==> src/hdl/occupancy_light_controller_top_defines.svh <==
// Assertion macros shared by the occupancy light controller RTL.
// Needs signals named clock and reset in the scope of each use.
`ifndef OCCUPANCY_LIGHT_CONTROLLER_TOP_DEFINES_SVH
`define OCCUPANCY_LIGHT_CONTROLLER_TOP_DEFINES_SVH

// Same-cycle implication, checked outside reset.
`define OLC_ASSERT_NOW(label, ante, cons, msg) \
   label: assert property (@(posedge clock) disable iff (reset) (ante) |-> (cons)) \
      else $error(msg);

// Next-cycle implication, checked outside reset.
`define OLC_ASSERT_NEXT(label, ante, cons, msg) \
   label: assert property (@(posedge clock) disable iff (reset) (ante) |=> (cons)) \
      else $error(msg);

`endif

==> src/hdl/olc_pkg.sv <==
`timescale 1ns / 1ps
// Types and constants for the occupancy light controller.
// No dependencies; used by olc_csr, olc_core, the top level and the bench.
package olc_pkg;

   localparam int unsigned THRESH_W  = 13;
   localparam int unsigned AMBIENT_W = 12;
   localparam int unsigned TICKS_W   = 24;

   // half width of the hysteresis band around the threshold
   localparam logic [THRESH_W-1:0] AMB_BAND = 13'd100;

   localparam logic [THRESH_W-1:0] THRESH_RESET = 13'd2048;
   localparam logic [TICKS_W-1:0]  OFF_DELAY_RESET = 24'd5000;
   localparam logic [TICKS_W-1:0]  MOTION_HOLD_RESET = 24'd2000;

   typedef enum logic [1:0] {
      CSR_MANUAL_OVERRIDE   = 2'd0,
      CSR_AMBIENT_THRESHOLD = 2'd1,
      CSR_OFF_DELAY_TICKS   = 2'd2,
      CSR_MOTION_HOLD_TICKS = 2'd3
   } csr_index_type;

   typedef struct packed {
      logic                 cmd;
      logic                 pir_level;
      logic [AMBIENT_W-1:0] ambient_level;
      logic                 manual_on;
   } req_type;

   typedef struct packed {
      logic light_on;
      logic light_changed;
      logic motion_recent;
      logic motion_changed;
   } rsp_type;

   typedef struct packed {
      csr_index_type      index;
      logic [TICKS_W-1:0] data;
   } csr_type;

   typedef struct packed {
      logic                manual_override;
      logic [THRESH_W-1:0] ambient_threshold;
      logic [TICKS_W-1:0]  off_delay_ticks;
      logic [TICKS_W-1:0]  motion_hold_ticks;
   } cfg_type;

endpackage

==> src/hdl/olc_chan_if.sv <==
`timescale 1ns / 1ps
// Valid/ready channel carrying one payload item per handshake.
// Payload types come from olc_pkg at the point of instantiation.
interface olc_chan_if #(parameter type payload_type = logic) ();
   logic        valid;
   logic        ready;
   payload_type payload;

   modport source (output valid, output payload, input ready);
   modport sink   (input valid, input payload, output ready);
endinterface

==> src/hdl/olc_csr.sv <==
`timescale 1ns / 1ps
// Configuration register file of the occupancy light controller.
// Depends on olc_pkg and olc_chan_if.
module olc_csr (
   input  logic                clock,
   input  logic                reset,
   olc_chan_if.sink            csr_chan,
   output olc_pkg::cfg_type    cfg
);

   olc_pkg::cfg_type cfg_ff;
   olc_pkg::cfg_type cfg_in;
   logic             wr_fire;

   assign csr_chan.ready = 1'b1;
   assign wr_fire = csr_chan.valid;
   assign cfg = cfg_ff;

   always_comb begin
      cfg_in = cfg_ff;
      if (wr_fire) begin
         unique case (csr_chan.payload.index)
            olc_pkg::CSR_MANUAL_OVERRIDE:
               cfg_in.manual_override = csr_chan.payload.data[0];
            olc_pkg::CSR_AMBIENT_THRESHOLD:
               cfg_in.ambient_threshold = csr_chan.payload.data[olc_pkg::THRESH_W-1:0];
            olc_pkg::CSR_OFF_DELAY_TICKS:
               cfg_in.off_delay_ticks = csr_chan.payload.data;
            olc_pkg::CSR_MOTION_HOLD_TICKS:
               cfg_in.motion_hold_ticks = csr_chan.payload.data;
            default: cfg_in = cfg_ff;
         endcase
      end
   end

   always_ff @(posedge clock) begin
      if (reset) begin
         cfg_ff.manual_override   <= 1'b0;
         cfg_ff.ambient_threshold <= olc_pkg::THRESH_RESET;
         cfg_ff.off_delay_ticks   <= olc_pkg::OFF_DELAY_RESET;
         cfg_ff.motion_hold_ticks <= olc_pkg::MOTION_HOLD_RESET;
      end else begin
         cfg_ff <= cfg_in;
      end
   end

endmodule

==> src/hdl/olc_core.sv <==
`timescale 1ns / 1ps
// Motion flag, hysteresis light decision and the two saturating age counters.
// Depends on olc_pkg and the assertion macro header.
`include "occupancy_light_controller_top_defines.svh"
module olc_core #(
   parameter int unsigned AGE_WIDTH = 24
) (
   input  logic             clock,
   input  logic             reset,
   input  logic             advance,
   input  olc_pkg::req_type item,
   input  olc_pkg::cfg_type cfg,
   output olc_pkg::rsp_type result
);

   localparam int unsigned CMP_W =
      (AGE_WIDTH > olc_pkg::TICKS_W) ? AGE_WIDTH : olc_pkg::TICKS_W;
   localparam logic [AGE_WIDTH-1:0] AGE_MAX = {AGE_WIDTH{1'b1}};

   logic                 motion_flag_ff, motion_flag_in;
   logic [AGE_WIDTH-1:0] motion_age_ff, motion_age_in;
   logic                 light_ff, light_in;
   logic [AGE_WIDTH-1:0] light_age_ff, light_age_in;

   logic [olc_pkg::THRESH_W:0]   band_hi;
   logic [olc_pkg::THRESH_W-1:0] band_lo;

   // band edges; the low edge stops at zero
   assign band_hi = (olc_pkg::THRESH_W+1)'(cfg.ambient_threshold)
                  + (olc_pkg::THRESH_W+1)'(olc_pkg::AMB_BAND);
   assign band_lo = (cfg.ambient_threshold >= olc_pkg::AMB_BAND)
                  ? cfg.ambient_threshold - olc_pkg::AMB_BAND : '0;

   always_comb begin
      motion_flag_in = motion_flag_ff;
      motion_age_in  = motion_age_ff;
      light_in       = light_ff;
      light_age_in   = light_age_ff;
      if (item.cmd) begin
         // manual command: time stands still
         if (cfg.manual_override) begin
            light_in = item.manual_on;
         end
      end else begin
         if (item.pir_level) begin
            motion_flag_in = 1'b1;
            motion_age_in  = '0;
         end else if (motion_age_ff != AGE_MAX) begin
            motion_age_in = motion_age_ff + 1'b1;
         end
         if (CMP_W'(motion_age_in) > CMP_W'(cfg.motion_hold_ticks)) begin
            motion_flag_in = 1'b0;
         end

         if (light_age_ff != AGE_MAX) begin
            light_age_in = light_age_ff + 1'b1;
         end

         if (!cfg.manual_override) begin
            if (motion_flag_in) begin
               // inside the band the light keeps its state
               if ((olc_pkg::THRESH_W+1)'(item.ambient_level) > band_hi) begin
                  light_in = 1'b0;
               end else if (olc_pkg::THRESH_W'(item.ambient_level) < band_lo) begin
                  light_in = 1'b1;
               end
            end
            if (light_in && motion_flag_in) begin
               light_age_in = '0;
            end
            if (light_in && (CMP_W'(light_age_in) > CMP_W'(cfg.off_delay_ticks))) begin
               light_in = 1'b0;
            end
         end
      end
   end

   assign result.light_on       = light_in;
   assign result.light_changed  = light_in ^ light_ff;
   assign result.motion_recent  = motion_flag_in;
   assign result.motion_changed = motion_flag_in ^ motion_flag_ff;

   always_ff @(posedge clock) begin
      if (reset) begin
         motion_flag_ff <= 1'b0;
         motion_age_ff  <= '0;
         light_ff       <= 1'b0;
         light_age_ff   <= '0;
      end else if (advance) begin
         motion_flag_ff <= motion_flag_in;
         motion_age_ff  <= motion_age_in;
         light_ff       <= light_in;
         light_age_ff   <= light_age_in;
      end
   end

   // commands never touch the motion state
   `OLC_ASSERT_NEXT(a_cmd_keeps_motion, advance && item.cmd,
      motion_flag_ff == $past(motion_flag_ff) && motion_age_ff == $past(motion_age_ff),
      "command item changed motion state")
   // a PIR hit always leaves the flag set with a fresh age
   `OLC_ASSERT_NEXT(a_pir_sets_flag, advance && !item.cmd && item.pir_level,
      motion_flag_ff && motion_age_ff == '0, "PIR hit did not set motion flag")
   // in override mode, ticks leave the light alone
   `OLC_ASSERT_NEXT(a_override_tick_holds_light,
      advance && !item.cmd && cfg.manual_override,
      light_ff == $past(light_ff), "tick changed light under manual override")
   // change flags agree with the stored state whenever an item is taken
   `OLC_ASSERT_NOW(a_changed_flags, advance,
      result.light_changed == (result.light_on != light_ff)
      && result.motion_changed == (result.motion_recent != motion_flag_ff),
      "change flag disagrees with state")

endmodule

==> src/hdl/occupancy_light_controller_top.sv <==
`timescale 1ns / 1ps
// Top level of the occupancy light controller: input register, core, result register.
// Depends on olc_pkg, olc_chan_if, olc_csr and olc_core.
//
// Use:
//   req_chan  - one item per handshake: a 1 ms tick (cmd = 0) carrying the PIR level
//               and a 12-bit ambient sample, or a manual light command (cmd = 1).
//   rsp_chan  - exactly one result item per request item, in order: light state,
//               motion flag and whether either changed on that item.
//   csr_chan  - register writes (index 0..3), always ready; write only while no
//               item is in flight.
// Path: an accepted request waits in the input register until the result register is
//   free, then moves on (two registers: input register, result register).
// Throughput: one item per clock while rsp_chan is ready. All per-item work is a short
//   compare and saturating-increment path between the input and result registers.
// Stall: when rsp_chan is not ready the result register holds; the input
//   register still takes one more item, after which req_chan.ready drops.
// Reset (synchronous): light off, motion flag clear, both ages zero, registers to
//   defaults (override off, threshold 2048, off delay 5000, hold 2000), both
//   channel registers emptied.
module occupancy_light_controller_top #(
   parameter int unsigned AGE_WIDTH = 24
) (
   input  logic       clock,
   input  logic       reset,
   olc_chan_if.sink   req_chan,
   olc_chan_if.source rsp_chan,
   olc_chan_if.sink   csr_chan
);

   // input register
   logic             in_valid_ff, in_valid_in;
   olc_pkg::req_type in_item_ff, in_item_in;

   // result register
   logic             rsp_valid_ff, rsp_valid_in;
   olc_pkg::rsp_type rsp_item_ff, rsp_item_in;

   olc_pkg::cfg_type cfg;
   olc_pkg::rsp_type core_result;

   logic req_fire;
   logic rsp_fire;
   logic advance;    // item moves from input register into the result register

   olc_csr u_csr (
      .clock    (clock),
      .reset    (reset),
      .csr_chan (csr_chan),
      .cfg      (cfg)
   );

   olc_core #(
      .AGE_WIDTH (AGE_WIDTH)
   ) u_core (
      .clock   (clock),
      .reset   (reset),
      .advance (advance),
      .item    (in_item_ff),
      .cfg     (cfg),
      .result  (core_result)
   );

   assign rsp_fire = rsp_valid_ff && rsp_chan.ready;
   // result slot is free if empty or being emptied this cycle
   assign advance  = in_valid_ff && (!rsp_valid_ff || rsp_chan.ready);
   assign req_chan.ready = !in_valid_ff || advance;
   assign req_fire = req_chan.valid && req_chan.ready;

   always_comb begin
      in_valid_in = in_valid_ff;
      in_item_in  = in_item_ff;
      if (req_fire) begin
         in_valid_in = 1'b1;
         in_item_in  = req_chan.payload;
      end else if (advance) begin
         in_valid_in = 1'b0;
      end

      rsp_valid_in = rsp_valid_ff;
      rsp_item_in  = rsp_item_ff;
      if (advance) begin
         rsp_valid_in = 1'b1;
         rsp_item_in  = core_result;
      end else if (rsp_fire) begin
         rsp_valid_in = 1'b0;
      end
   end

   always_ff @(posedge clock) begin
      if (reset) begin
         in_valid_ff  <= 1'b0;
         rsp_valid_ff <= 1'b0;
      end else begin
         in_valid_ff  <= in_valid_in;
         rsp_valid_ff <= rsp_valid_in;
      end
      in_item_ff  <= in_item_in;
      rsp_item_ff <= rsp_item_in;
   end

   assign rsp_chan.valid   = rsp_valid_ff;
   assign rsp_chan.payload = rsp_item_ff;

endmodule

==> src/flat_wrapper.sv <==
// flat-port wrapper written by rule: the top's interface ports become plain ports
module occupancy_light_controller_top_flat 
#(
   parameter int unsigned AGE_WIDTH = 24
)
  (clock, reset, req_chan_valid, req_chan_payload, req_chan_ready, rsp_chan_valid, rsp_chan_payload, rsp_chan_ready, csr_chan_valid, csr_chan_payload, csr_chan_ready);
  olc_chan_if #(.payload_type(olc_pkg::req_type)) req_chan_i ();
  olc_chan_if #(.payload_type(olc_pkg::rsp_type)) rsp_chan_i ();
  olc_chan_if #(.payload_type(olc_pkg::csr_type)) csr_chan_i ();
  input  logic clock;
  input  logic reset;
  input wire logic [$bits(req_chan_i.valid)-1:0] req_chan_valid;
  input wire logic [$bits(req_chan_i.payload)-1:0] req_chan_payload;
  output wire logic [$bits(req_chan_i.ready)-1:0] req_chan_ready;
  output wire logic [$bits(rsp_chan_i.valid)-1:0] rsp_chan_valid;
  output wire logic [$bits(rsp_chan_i.payload)-1:0] rsp_chan_payload;
  input wire logic [$bits(rsp_chan_i.ready)-1:0] rsp_chan_ready;
  input wire logic [$bits(csr_chan_i.valid)-1:0] csr_chan_valid;
  input wire logic [$bits(csr_chan_i.payload)-1:0] csr_chan_payload;
  output wire logic [$bits(csr_chan_i.ready)-1:0] csr_chan_ready;
  assign req_chan_i.valid = req_chan_valid;
  assign req_chan_i.payload = req_chan_payload;
  assign req_chan_ready = req_chan_i.ready;
  assign rsp_chan_valid = rsp_chan_i.valid;
  assign rsp_chan_payload = rsp_chan_i.payload;
  assign rsp_chan_i.ready = rsp_chan_ready;
  assign csr_chan_i.valid = csr_chan_valid;
  assign csr_chan_i.payload = csr_chan_payload;
  assign csr_chan_ready = csr_chan_i.ready;
  occupancy_light_controller_top #(.AGE_WIDTH(AGE_WIDTH)) u_core (.clock(clock), .reset(reset), .req_chan(req_chan_i), .rsp_chan(rsp_chan_i), .csr_chan(csr_chan_i));
endmodule
==> config.mk <==
export PLATFORM = sky130hd
export DESIGN_NAME = occupancy_light_controller_top_flat
export DESIGN_NICKNAME = d
export VERILOG_FILES = /design/src/hdl/olc_pkg.sv /design/src/hdl/olc_chan_if.sv /design/src/hdl/olc_csr.sv /design/src/hdl/olc_core.sv /design/src/hdl/occupancy_light_controller_top.sv /design/src/flat_wrapper.sv
export VERILOG_INCLUDE_DIRS = /design/src /design/src/hdl
export SDC_FILE = /design/constraint.sdc
export NUM_CORES = 1
export LEC_CHECK = 0
export ABC_AREA = 1
export BUFFER_PORTS_ARGS = -buffer_cell sky130_fd_sc_hd__buf_4
export CAP_MARGIN = 20
export CORE_ASPECT_RATIO = 1.4
export CORE_MARGIN = 1.5
export CORE_UTILIZATION = 60
export DETAILED_ROUTE_END_ITERATION = 7
export GPL_ROUTABILITY_DRIVEN = 0
export HOLD_SLACK_MARGIN = 0.1
export PLACE_DENSITY = 0.79
export SYNTH_ARGS = -nofsm -noshare
export SYNTH_HDL_FRONTEND = slang
export SYNTH_SLANG_ARGS = --single-unit
==> constraint.sdc <==
create_clock -name clock -period 13.35 [get_ports clock]
set_input_delay 2.67 -clock clock [delete_from_list [all_inputs] [get_ports clock]]
set_output_delay 2.67 -clock clock [all_outputs]
set_load 0.02 [all_outputs]
# [Word level (Yosys, flattened, before mapping)]
# Index checks and enable logic that the tools add are counted.
[classes] addsub=4 order_cmp=5 n_eq_ne=5 mux=26 n_bitwise=3 n_reduce_logical=17
[op_table] operator="24-bit two-way mux" count=8
[op_table] operator="24-bit by 1-bit adder with 24-bit output (second input constant)" count=2
[op_table] operator="24-bit > comparator" count=2
[op_table] operator="24-bit != test (second input constant)" count=2
[op_table] operator="1-bit two-way mux" count=17
[op_table] operator="13-bit by 7-bit adder with 14-bit output (second input constant)" count=1
[op_table] operator="12-bit by 14-bit > comparator with 1-bit output" count=1
[op_table] operator="13-bit by 7-bit >= comparator with 1-bit output (second input constant)" count=1
[op_table] operator="12-bit by 13-bit < comparator with 1-bit output" count=1
[op_table] operator="13-bit two-way mux" count=1
[op_table] operator="13-bit by 7-bit subtractor with 13-bit output (second input constant)" count=1
[op_table] operator="2-bit AND reduction" count=5
[op_table] operator="1-bit logical AND" count=5
[op_table] operator="2-bit equality test (second input constant)" count=2
[op_table] operator="2-bit nonzero test" count=2
[op_table] operator="2-bit by 1-bit equality test with 1-bit output (second input constant)" count=1
[op_table] operator="1-bit zero test" count=2
[op_table] operator="2-bit zero test" count=1
[op_table] operator="1-bit logical OR" count=2
[op_table] operator="1-bit XOR" count=2
[op_table] operator="1-bit NOT" count=1
[word_totals] register_bits=133 input_bits=46

# [Depth between registers and ports, before layout]
[logic_depth] ltp_word=20 ltp_mapped=42 depth_no_buf=41

# [Hierarchy]
# A second synthesis with hierarchy kept.
[unflattened] hier_cells=1380 area_unflattened_um2=9087.5
[modules_own_cells] mod="olc_core" n_inst=1 cells_each=972 area_per_inst_um2=5891.9 seq_area_each_um2=1001.0
[modules_own_cells] mod="olc_csr" n_inst=1 cells_each=377 area_per_inst_um2=2533.7 seq_area_each_um2=1241.2
[modules_own_cells] mod="occupancy_light_controller_top" n_inst=1 cells_each=31 area_per_inst_um2=661.9 seq_area_each_um2=610.6

# [Least setup slack after synthesis]
# No wires, ideal clock.
[synth_path] path_kind="input -> output" start="in rsp_chan_ready" end="out req_chan_ready" t_arrival_ps=2923 path_slack_ps=7757 cell_stages=2 n_path_buf=0 cell_sequence="inv_1 -> nand3_1"
[synth_via] elab_chain_len=3
[synth_rtl] item="start: declaration" line_no="flat_wrapper.sv:17" source="input wire logic [$bits(rsp_chan_i.ready)-1:0] rsp_chan_ready;"
[synth_rtl] item="1-bit logical OR" line_no="occupancy_light_controller_top.sv:66" source="assign advance = in_valid_ff && (!rsp_valid_ff || rsp_chan.ready);"
[synth_rtl] item="1-bit logical AND" line_no="occupancy_light_controller_top.sv:66"
[synth_rtl] item="1-bit logical OR" line_no="occupancy_light_controller_top.sv:67" source="assign req_chan.ready = !in_valid_ff || advance;"
[synth_rtl] item="end: declaration" line_no="flat_wrapper.sv:14" source="output wire logic [$bits(req_chan_i.ready)-1:0] req_chan_ready;"
# Every way passes these cells.

==> summary.txt <==
Setup path
  • Critical path's largest stage delay: 0.40 ns
  • Worst reg2reg path endpoint: u_core.rsp_chan.payload[2]$_DFFE_PP_
  • Arrival time at the worst endpoint: 6.16 ns
  • Req. time, crit path: 13.53 ns
  • Setup crit start kind: flop
  • CP Class: flop to flop
  • Most used cell, CP: nand2_1
  • Crit path max fanout: 24
  • Reg-to-Reg Start: u_core.u_core.motion_age_ff[0]$_SDFFE_PP0P_
  • Slowest CP cell: nor4_1
  • R2R Setup Slk: 7.38 ns
  • Reg2Reg Depth: 37
  • Crit. End Element: flop

Yosys
  • Top cell type's share of synthesized area: 26.9%
  • Mapped Cells: 1,178
  • Mapped Area: 0.00848 mm2
  • Mapped Nets: 1,300
  • Top FF cell, synth: dfxtp_1
  • Mux cell area share after synthesis: 0%
  • Largest family of logic cells by synthesized area: simple AND/OR/NAND/NOR gates
  • Biggest area consumer among synthesized cells: dfxtp_1
  • Number of synthesis warnings: 0
  • Leading cell types by total area after synthesis: dfxtp_1, ha_1, nand2_1, a21oi_1, inv_1
  • Cell with the most instances after synthesis: nand2_1
  • Sequential-to-total area share from yosys stat: 33.7%
  • Compound-Gate Fraction of Synth Area: 16.6%
  • Adder-cell area share of the yosys netlist: 11.2%
  • Asr flop ratio synth: 0%
  • Avg Cell Area, Syn: 7.20 um2
  • Post-synth EDFFs: 19
  • Yosys cell types: 46
  • Commonest cells post-synth: nand2_1, inv_1, a21oi_1
  • Synth Area in XOR/XNOR: 3.82%
  • Simple-gate share of the synthesized area: 24.7%
  • Seq cells post-synth: 133

Pwr
  • Clk pwr share: 42.7%
  • Internal Power: 731 uW
  • Sequential fraction of design power: 43.4%
  • Peak VDD IR: 0.0000805 V
  • Combinational fraction of design power: 13.9%
  • P per Cell Area: 106 mW/mm2
  • Switching part of the total: 27.7%
  • Net switching power: 280 uW
  • Cell leakage power: 4.44 nW

Clock tree
  • CTS H-tree lvls: 4
  • CTS clock-pin slew for the worst setup and hold paths: 0.06 ns
  • CTS tree: done
  • # hold bufs at CTS: 0
  • Post-CTS Setup Repair Bufs: 0
  • Clock buffer count from CTS: 17
  • Clock Latency Late Sink: 0.42 ns
  • Root buffer selected by CTS: clkbuf_16
  • CTS-repair resized insts: 0
  • Clock sinks: 133
  • Clock Path Buffers: 2

Worst hold path
  • Hold EP: u_core.u_csr.cfg[23]$_SDFFE_PP0P_
  • HP Start: u_core.u_csr.cfg[23]$_SDFFE_PP0P_
  • Hold crit path type: flop to flop
  • Hold path depth: 2

Floorplanning
  • Die ar.: 0.0149 mm2
  • Ports: 53
  • Initial core utilization: 61.2%
  • Cell Rows: 51
  • Placeable Area: 0.0138 mm2
  • Die Wd: 103 um
  • Die Ht: 144 um

Finish
  • Antenna diodes: 0
  • Cell area after layout: 0.00950 mm2
  • Storage element area: 0.00285 mm2
  • Nets: 1,333
  • Layout cells sized above 1: 11.0%
  • Multi-input logic area: 0.00479 mm2
  • Layout fillers: 1,197
  • Area Growth Syn to Fin: 12.1%

Route
  • DRT iter0 DRCs: 356
  • DRT antenna net count: 0
  • 1st-pass router iterations: 5
  • Vias: 7,631
  • DRT Wirelength: 19.6 mm
  • DR WL/cell: 13.9 um
  • Via-per-instance ratio: 5.42
  • # DRC: 0

Place
  • Area of placed instances: 0.00893 mm2
  • IO buf count: 51
  • Pre-CTS setup slack: 7.47 ns
  • Final HPWL DP: 14.2 mm

Global route
  • GRT Overall Usage: 27.5%
  • First-pass GRT wire length: 32.0 mm
  • Initial antenna violation count: 0
  • M1 GR Usage: 32.6%
  • Pin count of the biggest net entering global routing: 68
  • Global route hottest layer: met2
  • GR Util met2: 47.4%
  • Met3 usage: 4.91%
  • GRT overflow: 0
  • Vias in the first global route: 7,088

STA
  • Unrepaired setup endpoints after global routing: no
  • Worst rel slew slack: 42.8%
  • Final Hold Viols: 0
  • Final Skew: 0.00759 ns
  • Max Clk Rate: 167 MHz
  • Worst hold slack: 0.454 ns
  • Fin crit share: 44.7%
  • Final setup fails: 0
  • Final Max Tran Viols: 0
  • Min Tclk post-route: 5.97 ns
  • Setup_tns: 0 ns
  • Final worst setup slack: 7.38 ns
  • Tightest Pin Transition: 0.858 ns

Flow run
  • Max Cap Viol: 0

Run status
  • Outcome: complete, no violations
## flip-flops by register name, indices dropped and copies added (netlist names)
name and cells:
u_core.rsp_chan.payload 4, u_core.rsp_chan.valid 1, u_core.in_valid_ff 1, u_core.u_core.motion_flag_ff 1, u_core.in_item_ff 15, u_core.u_csr.cfg 62, u_core.u_core.motion_age_ff 24, u_core.u_core.light_age_ff 24
u_core.u_core.light_ff 1
## logic make-up after synthesis
group,count (synthesis)
AO/OA/AOI/OAI,268
XOR/XNOR,37
adder cells (fa/ha/maj),76
buffers and inverters,217
flip-flops,133
other,1
AND/OR/NAND/NOR,446
## layer usage
metal	up-vias	share of wire (%)
li1	3948	-
met1	3445	43
met2	184	49
met3	54	4.0
met4	0	3.5
met5	-	0
## layout make-up
| cell class | instances | area share (%) |
|---|---|---|
| multi-input cells | 828 | 50.4 |
| well taps | 185 | 2.44 |
| clock inverters | 14 | 1.17 |
| repair buffers | 54 | 4.48 |
| inverters | 177 | 6.99 |
| clock buffers | 18 | 4.52 |
| flip-flops and latches | 133 | 30.0 |
## placed cells by master, fill, tap and decap left out, types with 5 or more instances in the layout
cell type,n
a21oi_1,145
buf_4,53
clkbuf_16,17
clkinv_1,5
dfxtp_1,114
edfxtp_1,19
ha_1,76
inv_1,169
inv_2,6
nand2_1,222
nand2_2,6
nand3_1,47
nand3_2,25
nand4_1,16
nor2_1,85
nor3_1,18
nor4_1,5
o211ai_1,7
o21ai_0,102
xnor2_1,13
xor2_1,24
## critical path, delay by kind of cell, from the launching register on
kind	cells	cell delay (ns)
buf+inv	2	0.11
compound gates	4	0.77
flops	1	0.32
xor+xnor	1	0.13
fa+ha+maj	3	0.87
simple gates	27	3.52
## through the flow
step / utilization (%) / std cells / total power [mW]
4_1_cts: 68.4 / 1408 / 1.01
3_5_place_dp: 64.5 / 1376 / 0.585
6_report: 68.6 / 1409 / 1.01
2_1_floorplan: - / 1178 / 0.545
5_1_grt: 68.6 / 1409 / 1.05
3_3_place_gp: 64.5 / 1376 / 0.581
## power by group through the flow
stage	registers [mW]	logic [mW]	clock network, mW
global placement	0.447	0.134	0
CTS	0.439	0.140	0.437
global route	0.441	0.160	0.454
detailed placement	0.447	0.138	0
finish	0.439	0.140	0.432
floorplan	0.444	0.101	0
## worst max-delay path by stage
stage,startpoint,endpoint,slack [ns],cells after the start
floorplan,rsp_chan_ready,req_chan_ready,7.76,2
global placement,rsp_chan_ready,req_chan_ready,7.58,4
detailed placement,u_core.u_core.motion_age_ff[0]$_SDFFE_PP0P_,u_core.rsp_chan.payload[2]$_DFFE_PP_,7.47,37
CTS,u_core.u_core.motion_age_ff[1]$_SDFFE_PP0P_,u_core.rsp_chan.payload[2]$_DFFE_PP_,7.38,37
global route,u_core.u_core.motion_age_ff[0]$_SDFFE_PP0P_,u_core.rsp_chan.payload[2]$_DFFE_PP_,6.78,37
finish,u_core.u_core.motion_age_ff[0]$_SDFFE_PP0P_,u_core.rsp_chan.payload[2]$_DFFE_PP_,7.38,37
No activity file was read; power rests on OpenSTA's default activity.
